$ cat config.mk
export PLATFORM = sky130hd
export DESIGN_NAME = key_click_detector_top_flat
export DESIGN_NICKNAME = d
export VERILOG_FILES = /design/src/hw/rtl/kcd_pkg.sv /design/src/hw/rtl/kcd_scan_if.sv /design/src/hw/rtl/kcd_event_if.sv /design/src/hw/rtl/kcd_lane.sv /design/src/hw/rtl/kcd_merge.sv /design/src/hw/rtl/key_click_detector_top.sv /design/src/flat_wrapper.sv
export VERILOG_INCLUDE_DIRS = /design/src /design/src/hw/rtl
export SDC_FILE = /design/constraint.sdc
export NUM_CORES = 1
export LEC_CHECK = 0
export ABC_AREA = 1
export BUFFER_PORTS_ARGS = -buffer_cell sky130_fd_sc_hd__buf_2
export CORE_AREA = 2 2 287 289
export CTS_BUF_LIST = sky130_fd_sc_hd__clkbuf_2 sky130_fd_sc_hd__clkbuf_4 sky130_fd_sc_hd__clkbuf_8
export CTS_CLUSTER_SIZE = 14
export DETAILED_ROUTE_END_ITERATION = 8
export DIE_AREA = 0 0 289 291
export PLACE_DENSITY_LB_ADDON = 0.12
export SLEW_MARGIN = 20
export SYNTH_ARGS = -nofsm -noshare
export SYNTH_HDL_FRONTEND = slang
export SYNTH_HIERARCHICAL = 1
export SYNTH_SLANG_ARGS = --single-unit
$ cat constraint.sdc
create_clock -name i_clk -period 5.4 [get_ports i_clk]
set_input_delay 1.08 -clock i_clk [delete_from_list [all_inputs] [get_ports i_clk]]
set_output_delay 1.08 -clock i_clk [all_outputs]
set_load 0.02 [all_outputs]
$ cat src/hw/rtl/key_click_detector_top_defines.svh
// Assertion macros used by the key click detector merge stage.
`ifndef KEY_CLICK_DETECTOR_TOP_DEFINES_SVH
`define KEY_CLICK_DETECTOR_TOP_DEFINES_SVH

`ifndef SYNTH
// Same-cycle implication under synchronous active-low reset.
`define KCD_ASSERT_IMPLY(label, clk, rst_n, ante, cons) \
    label: assert property (@(posedge clk) disable iff (!rst_n) (ante) |-> (cons)) \
        else $error("key click detector check failed");
// Next-cycle implication under synchronous active-low reset.
`define KCD_ASSERT_NEXT(label, clk, rst_n, ante, cons) \
    label: assert property (@(posedge clk) disable iff (!rst_n) (ante) |=> (cons)) \
        else $error("key click detector check failed");
`else
`define KCD_ASSERT_IMPLY(label, clk, rst_n, ante, cons)
`define KCD_ASSERT_NEXT(label, clk, rst_n, ante, cons)
`endif

`endif

$ cat src/hw/rtl/kcd_pkg.sv
// Shared constants, types and codes of the key click detector.
package kcd_pkg;

    localparam int KEY_LEVEL_W   = 4;
    localparam int TIME_IN_W     = 32;
    localparam int KEY_NUM_W     = 2;
    localparam int EVENT_W       = 2;
    localparam int CFG_W         = 16;
    localparam int CFG_IDX_W     = 2;
    localparam int MAX_EVENTS    = 4;
    localparam int SENT_W        = $clog2(MAX_EVENTS);

    localparam int NUM_KEYS_DEF  = 4;
    localparam int TIME_BITS_DEF = 32;

    localparam logic [CFG_W-1:0] DEBOUNCE_RST = 16'd10;
    localparam logic [CFG_W-1:0] WINDOW_RST   = 16'd300;
    localparam logic [CFG_W-1:0] LONG_RST     = 16'd800;

    typedef enum logic [EVENT_W-1:0] {
        EV_SHORT  = 2'd0,
        EV_DOUBLE = 2'd1,
        EV_LONG   = 2'd2
    } t_event;

    typedef enum logic [CFG_IDX_W-1:0] {
        CFG_DEBOUNCE = 2'd0,
        CFG_WINDOW   = 2'd1,
        CFG_LONG     = 2'd2
    } t_cfg_idx;

    typedef struct packed {
        logic [CFG_W-1:0] debounce_ms;
        logic [CFG_W-1:0] double_window_ms;
        logic [CFG_W-1:0] long_press_ms;
    } t_cfg;

    typedef struct packed {
        logic   hit;
        t_event kind;
    } t_lane_ev;

    typedef struct packed {
        logic [KEY_NUM_W-1:0] key_number;
        t_event               event_kind;
        logic                 last_event;
    } t_evt;

endpackage

$ cat src/hw/rtl/kcd_scan_if.sv
// Scan channel: raw key levels and timestamp, valid/ready handshake.
interface kcd_scan_if;
    logic                              valid;
    logic                              ready;
    logic [kcd_pkg::KEY_LEVEL_W-1:0]   key_levels;
    logic [kcd_pkg::TIME_IN_W-1:0]     now_ms;

    modport source (output valid, key_levels, now_ms, input ready);
    modport sink   (input valid, key_levels, now_ms, output ready);
endinterface

$ cat src/hw/rtl/kcd_event_if.sv
// Event channel: one key event per transaction, valid/ready handshake.
interface kcd_event_if;
    logic                              valid;
    logic                              ready;
    logic [kcd_pkg::KEY_NUM_W-1:0]     key_number;
    logic [kcd_pkg::EVENT_W-1:0]       event_kind;
    logic                              last_event;

    modport source (output valid, key_number, event_kind, last_event, input ready);
    modport sink   (input valid, key_number, event_kind, last_event, output ready);
endinterface

$ cat src/hw/rtl/kcd_lane.sv
// One key lane: press state machine, time stamps and event detection.
module kcd_lane #(
    parameter int TIME_BITS = kcd_pkg::TIME_BITS_DEF
) (
    input  logic                 i_clk,
    input  logic                 i_rst_n,
    input  logic                 i_step,
    input  logic                 i_pressed,
    input  logic [TIME_BITS-1:0] i_now,
    input  kcd_pkg::t_cfg        i_cfg,
    output kcd_pkg::t_lane_ev    o_ev
);
    import kcd_pkg::*;

    typedef enum logic [5:0] {
        PH_IDLE         = 6'b000001,
        PH_DEB_PRESS    = 6'b000010,
        PH_CONFIRMED    = 6'b000100,
        PH_WAIT_SECOND  = 6'b001000,
        PH_DEB_SECOND   = 6'b010000,
        PH_WAIT_RELEASE = 6'b100000
    } t_phase;

    t_phase               r_phase, n_phase;
    logic [TIME_BITS-1:0] r_change_stamp, r_press_stamp, r_release_stamp;
    logic                 w_set_change, w_set_press, w_set_release;
    logic [TIME_BITS-1:0] w_stamp, w_elapsed;
    logic [CFG_W-1:0]     w_thr;
    logic                 w_due;

    // Only one stamp and one limit matter in each phase, so one subtract
    // and compare serve all timeouts.
    always_comb begin
        unique case (r_phase)
            PH_CONFIRMED: begin
                w_stamp = r_press_stamp;
                w_thr   = i_cfg.long_press_ms;
            end
            PH_WAIT_SECOND: begin
                w_stamp = r_release_stamp;
                w_thr   = i_cfg.double_window_ms;
            end
            default: begin
                w_stamp = r_change_stamp;
                w_thr   = i_cfg.debounce_ms;
            end
        endcase
    end

    assign w_elapsed = i_now - w_stamp;
    assign w_due     = (w_elapsed >= TIME_BITS'(w_thr));

    always_comb begin
        n_phase       = r_phase;
        w_set_change  = 1'b0;
        w_set_press   = 1'b0;
        w_set_release = 1'b0;
        o_ev.hit      = 1'b0;
        o_ev.kind     = EV_SHORT;
        unique case (r_phase)
            PH_IDLE: begin
                if (i_pressed) begin
                    w_set_change = 1'b1;
                    n_phase      = PH_DEB_PRESS;
                end
            end
            PH_DEB_PRESS: begin
                if (!i_pressed) begin
                    n_phase = PH_IDLE;
                end else if (w_due) begin
                    w_set_press = 1'b1;
                    n_phase     = PH_CONFIRMED;
                end
            end
            PH_CONFIRMED: begin
                if (!i_pressed) begin
                    w_set_release = 1'b1;
                    n_phase       = PH_WAIT_SECOND;
                end else if (w_due) begin
                    n_phase   = PH_WAIT_RELEASE;
                    o_ev.hit  = 1'b1;
                    o_ev.kind = EV_LONG;
                end
            end
            PH_WAIT_SECOND: begin
                if (i_pressed) begin
                    w_set_change = 1'b1;
                    n_phase      = PH_DEB_SECOND;
                end else if (w_due) begin
                    n_phase   = PH_IDLE;
                    o_ev.hit  = 1'b1;
                    o_ev.kind = EV_SHORT;
                end
            end
            PH_DEB_SECOND: begin
                if (!i_pressed) begin
                    n_phase = PH_WAIT_SECOND;
                end else if (w_due) begin
                    n_phase   = PH_WAIT_RELEASE;
                    o_ev.hit  = 1'b1;
                    o_ev.kind = EV_DOUBLE;
                end
            end
            PH_WAIT_RELEASE: begin
                if (!i_pressed) begin
                    n_phase = PH_IDLE;
                end
            end
            default: begin
                n_phase = PH_IDLE;
            end
        endcase
    end

    always_ff @(posedge i_clk) begin
        if (!i_rst_n) begin
            r_phase <= PH_IDLE;
        end else if (i_step) begin
            r_phase <= n_phase;
        end
    end

    always_ff @(posedge i_clk) begin
        if (i_step && w_set_change) begin
            r_change_stamp <= i_now;
        end
        if (i_step && w_set_press) begin
            r_press_stamp <= i_now;
        end
        if (i_step && w_set_release) begin
            r_release_stamp <= i_now;
        end
    end

endmodule

$ cat src/hw/rtl/kcd_merge.sv
// Merge stage: serializes the lane events of a scan in key order.
`include "key_click_detector_top_defines.svh"
module kcd_merge #(
    parameter int NUM_KEYS = kcd_pkg::NUM_KEYS_DEF
) (
    input  logic              i_clk,
    input  logic              i_rst_n,
    input  logic              i_load,
    input  kcd_pkg::t_lane_ev i_lane [NUM_KEYS],
    output logic              o_in_ready,
    input  logic              i_out_ready,
    output logic              o_out_valid,
    output kcd_pkg::t_evt     o_out
);
    import kcd_pkg::*;

    logic [NUM_KEYS-1:0]  r_pend, n_pend, w_rest, w_hits;
    t_event               r_kind [NUM_KEYS];
    logic [SENT_W-1:0]    r_sent, n_sent;
    logic                 r_ovalid;
    t_evt                 r_out;
    logic [KEY_NUM_W-1:0] w_key;
    t_event               w_kind;
    logic                 w_move, w_last;

    // Lowest pending key wins.
    always_comb begin
        w_key  = '0;
        w_kind = EV_SHORT;
        for (int k = NUM_KEYS - 1; k >= 0; k--) begin
            if (r_pend[k]) begin
                w_key  = KEY_NUM_W'(k);
                w_kind = r_kind[k];
            end
        end
    end

    always_comb begin
        for (int k = 0; k < NUM_KEYS; k++) begin
            w_hits[k] = i_lane[k].hit;
        end
    end

    assign w_rest = r_pend & (r_pend - NUM_KEYS'(1));
    assign w_move = (|r_pend) && (!r_ovalid || i_out_ready);
    // The event that fills the last result slot ends the scan; the rest drop.
    assign w_last = (w_rest == '0) || (r_sent == SENT_W'(MAX_EVENTS - 1));
    assign o_in_ready = (r_pend == '0) || (w_move && w_last);

    always_comb begin
        n_pend = r_pend;
        n_sent = r_sent;
        if (i_load) begin
            n_pend = w_hits;
            n_sent = '0;
        end else if (w_move) begin
            n_pend = w_last ? '0 : w_rest;
            n_sent = r_sent + SENT_W'(1);
        end
    end

    always_ff @(posedge i_clk) begin
        if (!i_rst_n) begin
            r_pend   <= '0;
            r_sent   <= '0;
            r_ovalid <= 1'b0;
        end else begin
            r_pend <= n_pend;
            r_sent <= n_sent;
            if (w_move) begin
                r_ovalid <= 1'b1;
            end else if (i_out_ready) begin
                r_ovalid <= 1'b0;
            end
        end
    end

    always_ff @(posedge i_clk) begin
        if (i_load) begin
            for (int k = 0; k < NUM_KEYS; k++) begin
                r_kind[k] <= i_lane[k].kind;
            end
        end
        if (w_move) begin
            r_out.key_number <= w_key;
            r_out.event_kind <= w_kind;
            r_out.last_event <= w_last;
        end
    end

    assign o_out_valid = r_ovalid;
    assign o_out       = r_out;

    `KCD_ASSERT_IMPLY(a_more_pending, i_clk, i_rst_n, r_ovalid && !r_out.last_event, r_pend != '0)
    `KCD_ASSERT_NEXT(a_load_restarts, i_clk, i_rst_n, i_load, r_sent == '0)
    `KCD_ASSERT_NEXT(a_last_drains, i_clk, i_rst_n, w_move && w_last && !i_load, r_pend == '0)

endmodule

$ cat src/hw/rtl/key_click_detector_top.sv
// Top level of the key click detector: configuration, key lanes and merge stage.
//
// The key click detector takes one scan per transaction on i_scan (raw
// active-low key levels and a millisecond timestamp) and reports short,
// double and long presses per key on o_event, one event per transaction, in
// ascending key order, with last_event set on the final event of the scan;
// a scan that completes no press gives no transaction at all, and at most
// four events leave per scan. Every key has its own lane, and all lanes
// update in the cycle a scan is accepted. The pending events are then
// moved one per cycle through the output register while o_event is not
// stalled, and the next scan is accepted in the same cycle as the previous
// scan's last event enters the output register. The first event of a scan
// is registered in the pending set and then in the output register before
// it shows on o_event. Timeouts compare the wrapped timestamp difference
// against the configuration value with ">=".
// Configuration registers (index: debounce 0, double window 1, long press 2)
// are written through i_cfg_we and should only change while no scan is in
// flight; writes to other indexes are ignored. Keys beyond the four level
// bits read as pressed.
module key_click_detector_top #(
    parameter int NUM_KEYS  = kcd_pkg::NUM_KEYS_DEF,
    parameter int TIME_BITS = kcd_pkg::TIME_BITS_DEF
) (
    input  logic                          i_clk,
    input  logic                          i_rst_n,
    input  logic                          i_cfg_we,
    input  logic [kcd_pkg::CFG_IDX_W-1:0] i_cfg_index,
    input  logic [kcd_pkg::CFG_W-1:0]     i_cfg_data,
    kcd_scan_if.sink                      i_scan,
    kcd_event_if.source                   o_event
);
    import kcd_pkg::*;

    t_cfg                 r_cfg;
    logic                 w_accept;
    logic [TIME_BITS-1:0] w_now;
    t_lane_ev             w_lane [NUM_KEYS];
    logic                 w_in_ready;
    logic                 w_out_valid;
    t_evt                 w_out;

    // Configuration registers. Unknown indexes fall through untouched.
    always_ff @(posedge i_clk) begin
        if (!i_rst_n) begin
            r_cfg.debounce_ms      <= DEBOUNCE_RST;
            r_cfg.double_window_ms <= WINDOW_RST;
            r_cfg.long_press_ms    <= LONG_RST;
        end else if (i_cfg_we) begin
            unique case (t_cfg_idx'(i_cfg_index))
                CFG_DEBOUNCE: r_cfg.debounce_ms      <= i_cfg_data;
                CFG_WINDOW:   r_cfg.double_window_ms <= i_cfg_data;
                CFG_LONG:     r_cfg.long_press_ms    <= i_cfg_data;
                default: begin
                end
            endcase
        end
    end

    // A transaction on the scan channel steps every lane at once.
    assign w_accept     = i_scan.valid && w_in_ready;
    assign i_scan.ready = w_in_ready;
    assign w_now        = i_scan.now_ms[TIME_BITS-1:0];

    for (genvar k = 0; k < NUM_KEYS; k++) begin : g_lane
        logic w_pressed;
        if (k < KEY_LEVEL_W) begin : g_pin
            assign w_pressed = ~i_scan.key_levels[k];
        end else begin : g_nopin
            assign w_pressed = 1'b1;
        end

        kcd_lane #(
            .TIME_BITS (TIME_BITS)
        ) u_lane (
            .i_clk     (i_clk),
            .i_rst_n   (i_rst_n),
            .i_step    (w_accept),
            .i_pressed (w_pressed),
            .i_now     (w_now),
            .i_cfg     (r_cfg),
            .o_ev      (w_lane[k])
        );
    end

    kcd_merge #(
        .NUM_KEYS (NUM_KEYS)
    ) u_merge (
        .i_clk       (i_clk),
        .i_rst_n     (i_rst_n),
        .i_load      (w_accept),
        .i_lane      (w_lane),
        .o_in_ready  (w_in_ready),
        .i_out_ready (o_event.ready),
        .o_out_valid (w_out_valid),
        .o_out       (w_out)
    );

    assign o_event.valid      = w_out_valid;
    assign o_event.key_number = w_out.key_number;
    assign o_event.event_kind = w_out.event_kind;
    assign o_event.last_event = w_out.last_event;

endmodule
$ cat src/flat_wrapper.sv
// flat-port wrapper written by rule: the top's interface ports become plain ports
module key_click_detector_top_flat import kcd_pkg::*;
#(
    parameter int NUM_KEYS  = kcd_pkg::NUM_KEYS_DEF,
    parameter int TIME_BITS = kcd_pkg::TIME_BITS_DEF
)
  (i_clk, i_rst_n, i_cfg_we, i_cfg_index, i_cfg_data, i_scan_valid, i_scan_key_levels, i_scan_now_ms, i_scan_ready, o_event_valid, o_event_key_number, o_event_event_kind, o_event_last_event, o_event_ready);
  kcd_scan_if i_scan_i ();
  kcd_event_if o_event_i ();
  input  logic i_clk;
  input  logic i_rst_n;
  input  logic i_cfg_we;
  input  logic [kcd_pkg::CFG_IDX_W-1:0] i_cfg_index;
  input  logic [kcd_pkg::CFG_W-1:0] i_cfg_data;
  input wire logic [$bits(i_scan_i.valid)-1:0] i_scan_valid;
  input wire logic [$bits(i_scan_i.key_levels)-1:0] i_scan_key_levels;
  input wire logic [$bits(i_scan_i.now_ms)-1:0] i_scan_now_ms;
  output wire logic [$bits(i_scan_i.ready)-1:0] i_scan_ready;
  output wire logic [$bits(o_event_i.valid)-1:0] o_event_valid;
  output wire logic [$bits(o_event_i.key_number)-1:0] o_event_key_number;
  output wire logic [$bits(o_event_i.event_kind)-1:0] o_event_event_kind;
  output wire logic [$bits(o_event_i.last_event)-1:0] o_event_last_event;
  input wire logic [$bits(o_event_i.ready)-1:0] o_event_ready;
  assign i_scan_i.valid = i_scan_valid;
  assign i_scan_i.key_levels = i_scan_key_levels;
  assign i_scan_i.now_ms = i_scan_now_ms;
  assign i_scan_ready = i_scan_i.ready;
  assign o_event_valid = o_event_i.valid;
  assign o_event_key_number = o_event_i.key_number;
  assign o_event_event_kind = o_event_i.event_kind;
  assign o_event_last_event = o_event_i.last_event;
  assign o_event_i.ready = o_event_ready;
  key_click_detector_top #(.NUM_KEYS(NUM_KEYS), .TIME_BITS(TIME_BITS)) u_core (.i_clk(i_clk), .i_rst_n(i_rst_n), .i_cfg_we(i_cfg_we), .i_cfg_index(i_cfg_index), .i_cfg_data(i_cfg_data), .i_scan(i_scan_i), .o_event(o_event_i));
endmodule
Word-level counts from Yosys, hierarchy flattened
Memories as Yosys holds them, arrays and structs flattened.
Index checks and enable logic that the tools add are counted.
{"block": "word_totals", "register_bits": 468, "latch_bits": 0, "mem_bits_rw": 8, "romBits": 0, "inputBits": 59, "output_inout_bits": 7, "elab_cells": 242, "n_memories": 1}
{"block": "classes", "add_sub_neg": 6, "mul": 0, "div": 0, "order_cmp": 4, "n_eq_ne": 47, "n_shift": 0, "muxes": 114, "bitwise_logic": 2, "n_reduce_logical": 42}
{"name": "u_core.u_merge.r_kind", "depth": 4, "width": 2, "read_ports": 4, "rd_ports_with_merged_regs": 0, "write_ports": 4, "line_no": "kcd_merge.sv:18", "text": "t_event r_kind [NUM_KEYS];"}
{"cell": "$pmux 32 s2", "count": 4}
{"cell": "$mux 6", "count": 32}
{"cell": "$ge 32x16->1", "count": 4}
{"cell": "$pmux 16 s2", "count": 4}
{"cell": "$sub 32x32->32", "count": 4}
{"cell": "$pmux 6 s5", "count": 4}
{"cell": "$mux 3", "count": 24}
{"cell": "$pmux 3 s3", "count": 4}
{"cell": "$mux 1", "count": 33}
{"cell": "$eq 6x1->1 const B", "count": 4}
{"cell": "$eq 6x2->1 const B", "count": 4}
{"cell": "$eq 6x3->1 const B", "count": 4}
{"cell": "$eq 6x4->1 const B", "count": 4}
{"cell": "$eq 6x5->1 const B", "count": 4}
{"cell": "$eq 6x6->1 const B", "count": 4}
{"cell": "$ne 3x3->1 const B", "count": 8}
{"cell": "$reduce_and 6->1", "count": 4}
{"cell": "$reduce_or 2->1", "count": 10}
{"cell": "$ne 2x2->1 const B", "count": 8}
{"cell": "$logic_and 1x1->1", "count": 15}
{"cell": "$mux 2", "count": 6}
{"cell": "$mux 4", "count": 3}
{"cell": "$ne 3x1->1 const B", "count": 4}
{"cell": "$logic_not 4->1", "count": 2}
{"cell": "other kinds (12)", "count": 18}

Longest topological paths before layout
{"block": "logic_depth", "word_depth": 9, "mapped_depth": 38}

Hierarchy
The synthesis kept the hierarchy.
{"mod": "kcd_lane (u_core.g_lane[1].u_lane ...)", "n_inst": 2, "cells_each": 900, "area_per_inst_um2": 7074.3, "seq_area_each_um2": 3002.9}
{"mod": "kcd_lane (u_core.g_lane[0].u_lane)", "n_inst": 1, "cells_each": 938, "area_per_inst_um2": 7315.8, "seq_area_each_um2": 3002.9}
{"mod": "kcd_lane (u_core.g_lane[3].u_lane)", "n_inst": 1, "cells_each": 880, "area_per_inst_um2": 6966.7, "seq_area_each_um2": 3002.9}
{"mod": "key_click_detector_top", "n_inst": 1, "cells_each": 301, "area_per_inst_um2": 2003.2, "seq_area_each_um2": 960.9}
{"mod": "kcd_merge", "n_inst": 1, "cells_each": 94, "area_per_inst_um2": 855.8, "seq_area_each_um2": 530.5}

Least setup slack after synthesis
No wires, ideal clock.
{"block": "synth_timing", "path_kind": "register -> register", "from": "register u_core.g_lane[1].u_lane.r_phase[5]", "to": "register u_core.g_lane[1].u_lane.r_press_stamp[0], enable pin", "setup_ps": 432, "t_arrival_ps": 5097, "required_ps": 4968, "setup_slack_ps": -129, "path_stages_with_launch": 27, "synth_period_minus_slack_ps": 5529, "cell_sequence": "dfxtp_1 -> nor2_2 -> nand3_1 -> inv_1 -> clkbuf_1 -> clkbuf_1 -> nand2_1 -> nand3_1 -> ha_1 -> inv_1 -> fa_1 -> nand2_1 -> nand2_1 -> nand3_1 -> nand2_1 -> nand2_1 -> nand2_1 -> xor2_1 -> ha_1 -> nand2_1 -> nor2_1 -> a211oi_1 -> nand3_1 -> nor2_1 -> nand3_1 -> nor2_4 -> a21oi_1"}
{"block": "synth_via", "elab_chain_cells": 8, "word_cells_on_any_way": 11}
{"element": "start, declared", "line_no": "kcd_lane.sv:24", "text": "t_phase r_phase, n_phase;"}
{"element": "start signal, assigned", "line_no": "kcd_lane.sv:119", "text": "r_phase <= n_phase;"}
{"element": "$eq 6x4->1 or $eq 6x3->1 (tied branches)", "line_no": "kcd_lane.sv:34", "text": "unique case (r_phase)"}
{"element": "$pmux 32 s2", "line_no": "kcd_lane.sv:34"}
{"element": "$sub 32x32->32", "line_no": "kcd_lane.sv:50", "text": "assign w_elapsed = i_now - w_stamp;"}
{"element": "$ge 32x16->1", "line_no": "kcd_lane.sv:51", "text": "assign w_due = (w_elapsed >= TIME_BITS'(w_thr));"}
{"element": "$mux 1", "line_no": "kcd_lane.sv:70", "text": "end else if (w_due) begin"}
{"element": "$mux 1", "line_no": "kcd_lane.sv:68", "text": "if (!i_pressed) begin"}
{"element": "$mux 1 *", "line_no": "kcd_lane.sv:60", "text": "unique case (r_phase)"}
{"element": "$logic_and 1x1->1 *", "line_no": "kcd_lane.sv:127", "text": "if (i_step && w_set_press) begin"}
{"element": "end signal, assigned", "line_no": "kcd_lane.sv:128", "text": "r_press_stamp <= i_now;"}
{"element": "end, declared", "line_no": "kcd_lane.sv:25", "text": "logic [TIME_BITS-1:0] r_change_stamp, r_press_stamp, r_release_stamp;"}
Mark *: on every way between the ends. The rest lies on a longest branch, timed or not.
A chain may end at the register's enable or synchronous reset.

==> metrics.yaml <==
status:
  status: "finished, final reports clean"
worst_hold_path:
  hold_end: "u_core/u_merge/r_sent[1]"
  min_path_type: "reg -> reg"
  min_path_cells: 2
  hp-start: "u_core/u_merge/r_sent[1]"
floorplanning:
  row_count: 105
  start_util_pct: 38.54
  die_h_um: 291
  pin_count: 66
  core-area_um2: 81190
  die_x_um: 289
  fp.dieArea_um2: 84100
worst_setup_path:
  crit_required_ns: 5.97
  r2r-start: "u_core/g_lane[1].u_lane/r_phase[5]"
  timing.rr.end: "u_core/u_merge/r_pend[1]"
  critPathTopFamily: "simple AND/OR/NAND/NOR gates"
  critPathArrivalTime_ns: 5.56
  crit_type: "reg -> reg"
  ff2ff_setup_slack_ns: 0.41
  endpoint_kind: "flop"
  r2r_cells: 30
  path_max_fanout: 12
  startpoint_type: "flop"
  cpMostUsedCell: "nand2_1"
  crit_slowest_cell: "ha_2"
  crit_buf_inv: 3
  critPathMaxStageDelay_ns: 0.50
placement:
  gp_congestion: 0.9755
  placed_cells: 5169
  numPortBuffers: 65
  hpwl_mm: 80.83
global_route:
  grt_use_total_pct: 25.16
  grtUsageMet1_pct: 36.45
  grt_pass1_wl_mm: 157.9
  grtUsageMet2_pct: 38.53
  gr-total-overflow: 0
  top_usage_layer: "met2"
  antenna_found_initial: 7
  grt_max_degree: 76
  grt_pass1_vias: 25630
  met3_usage_pct: 3.903
cells_and_area:
  post-route-util_pct: 43.64
  stdcell_count: 5336
  nNetsFinal: 4444
  regArea_um2: 13500
  fill_cells: 8432
  area_growth_pct: 13.22
  layout-drive-gt1-share_pct: 11.89
  multiInputGateArea_um2: 14940
logic_synthesis:
  ys_ff_latch: 476
  yosys.cell_types.count: 44
  yosysTopAreaCell: "edfxtp_1"
  ys.flop_type: "edfxtp_1"
  synth_common_cells: "1,240 x nand2_1, 659 x inv_1, 397 x edfxtp_1"
  synthesis.area_um2: 31290
  yosysWarnings: 6
  synth_nets: 4265
  synthTopCellsByArea: "edfxtp_1 38%, nand2_1 15%, inv_1 7.9%"
  seq_area_frac_synth_pct: 43.15
  netlist.area_leader.share_pct: 38.10
  synth_most_common_cell: "nand2_1"
  syn_avg_cell_area_um2: 7.797
  async_reset_ff_share_pct: 0
  synth_edf_count: 397
  synth_cells: 4013
sta:
  slew_headroom_pct: 34.98
  fin_crit_ns: 4.992
  max_freq_ghz: 0.2003
  fin_setup_tns_ns: 0
  final.period_utilization_pct: 92.45
  worst_pin_slew_ns: 0.9753
  hold_viol_final: 0
  drv_slew: 0
  timing.hold.ws_ns: 0.4693
  setup-violations-final: 0
  rsz0062_at_grt: "false"
  fin_worst_skew_ns: 0.02843
clock_tree:
  cts.path.max_buffers: 3
  clkLatencyLatePin_ns: 0.70
  cts_htree_levels: 3
  clock_sinks: 476
  cts_hold_buffers: 0
  cts-buffers-inserted: 87
  cts_tree: "built"
  clk_pin_slew_worst_paths_ns: 0.06
  cts-root-buf: "clkbuf_8"
drt:
  first_pass_iters: 8
  wl_per_cell_um: 19.80
  drt_wl_total_mm: 105.6
  drt_iter0_drc: 2082
  ant_nets: 0
  via_per_inst: 5.054
  drcViolationCount: 0
  route.vias.total: 26970
power_and_ir_drop:
  vdd_ir_drop_max_v: 0.0001467
  p_leak_uw: 0.01673
  cellPowerDensity_nw_per_um2: 296.9
run:
  drv_cap: 0
-- area by class of cell --
type | count | area share, %
timing repair buffer | 176 | 3.528
antenna | 3 | 0.02119
clock buffer | 119 | 4.164
multi-input combinational | 2755 | 42.18
clock inverter | 41 | 0.8194
tap | 1070 | 3.779
inverter | 696 | 7.395
sequential | 476 | 38.11
-- cells in the final DEF, fill, tap and decap left out, types with 15 or more instances in the layout --
cell,count
inv_1,652
a21oi_1,257
buf_2,65
nor2_4,15
clkbuf_4,26
a22o_1,135
inv_2,35
buf_4,103
nor2_2,39
nand4_1,49
edfxtp_1,397
clkbuf_8,93
nand3_1,185
a221oi_1,48
nand2_1,1240
nor2_1,350
ha_1,187
clkinv_1,27
nor3_1,22
nand3_2,32
dfxtp_1,79
nand2_2,36
xor2_1,56
-- power breakdown --
part | switching, uW | internal [uW] | total (uW)
Sequential | 96.2 | 4100 | 4200
Clock | 1600 | 1960 | 3550
Combinational | 1830 | 937 | 2760
-- flip-flops by register name, summed over array words and instances, names as in the netlist --
register	count
u_core/g_lane.u_lane/r_release_stamp	128
u_core/g_lane.u_lane/r_change_stamp	128
u_core/u_merge/r_sent	2
u_core/r_cfg	48
u_core/u_merge/r_kind	8
u_core/g_lane.u_lane/r_phase	24
u_core/u_merge/r_pend	4
u_core/u_merge/o_out_valid	1
u_core/u_merge/o_out	5
u_core/g_lane.u_lane/r_press_stamp	128
-- worst max path at each step --
| stage | startpoint | endpoint | slack [ns] | cells after the start |
|---|---|---|---|---|
| floorplan | u_core/g_lane[3].u_lane/r_phase[5] | u_core/g_lane[3].u_lane/r_press_stamp[0] | 0.41 | 29 |
| global placement | u_core/g_lane[1].u_lane/r_phase[4] | u_core/u_merge/r_pend[1] | 0.16 | 30 |
| detailed placement | u_core/g_lane[1].u_lane/r_phase[4] | u_core/u_merge/r_pend[1] | 0.17 | 30 |
| CTS | u_core/g_lane[1].u_lane/r_phase[1] | u_core/u_merge/r_pend[1] | 0.13 | 30 |
| global route | u_core/g_lane[2].u_lane/r_phase[3] | u_core/u_merge/r_pend[2] | 0.002 | 36 |
| finish | u_core/g_lane[1].u_lane/r_phase[5] | u_core/u_merge/r_pend[1] | 0.41 | 30 |
-- cells by family (layout without fill, tap and decap cells) --
logic type | count (synthesis) | in the layout | share of synthesized area (%)
XOR/XNOR | 56 | 56 | 1.567
AND/OR/NAND/NOR | 2016 | 2016 | 27.52
adder cells (fa/ha/maj) | 193 | 193 | 7.814
flip-flops | 476 | 476 | 43.15
buffers and inverters | 782 | 1032 | 9.561
AO/OA/AOI/OAI | 490 | 490 | 10.39
other | 0 | 3 | 0
-- per-layer routing --
metal  up-vias  routed length, um
li1      13490                  -
met3       133               6616
met1     12640              50140
met5         -                 81
met2       707              46090
met4         2               2704
-- stage by stage --
stage	setup WS [ns]	total power, uW	instance area, um2
finish	0.4076	10520	35430
global placement	0.1630	7006	33570
global route	0.002215	11160	35420
CTS	0.1266	10610	35330
floorplan	0.4074	6141	31300
detailed placement	0.1703	7010	33570
-- tightest hold or removal path, cell delays in order, from the launching register on --
cell	delay (ns)
dfxtp_1	0.31
nand2_1	0.06
a21oi_1	0.05
-- repair_timing --
| item | 4_1_cts | 5_1_grt |
|---|---|---|
| setup endpoints to repair | 0 | 68 |
| resized for setup | 0 | 11 |
| setup buffers | 0 | 4 |
Note: power is estimated with default switching activity, not from simulation.
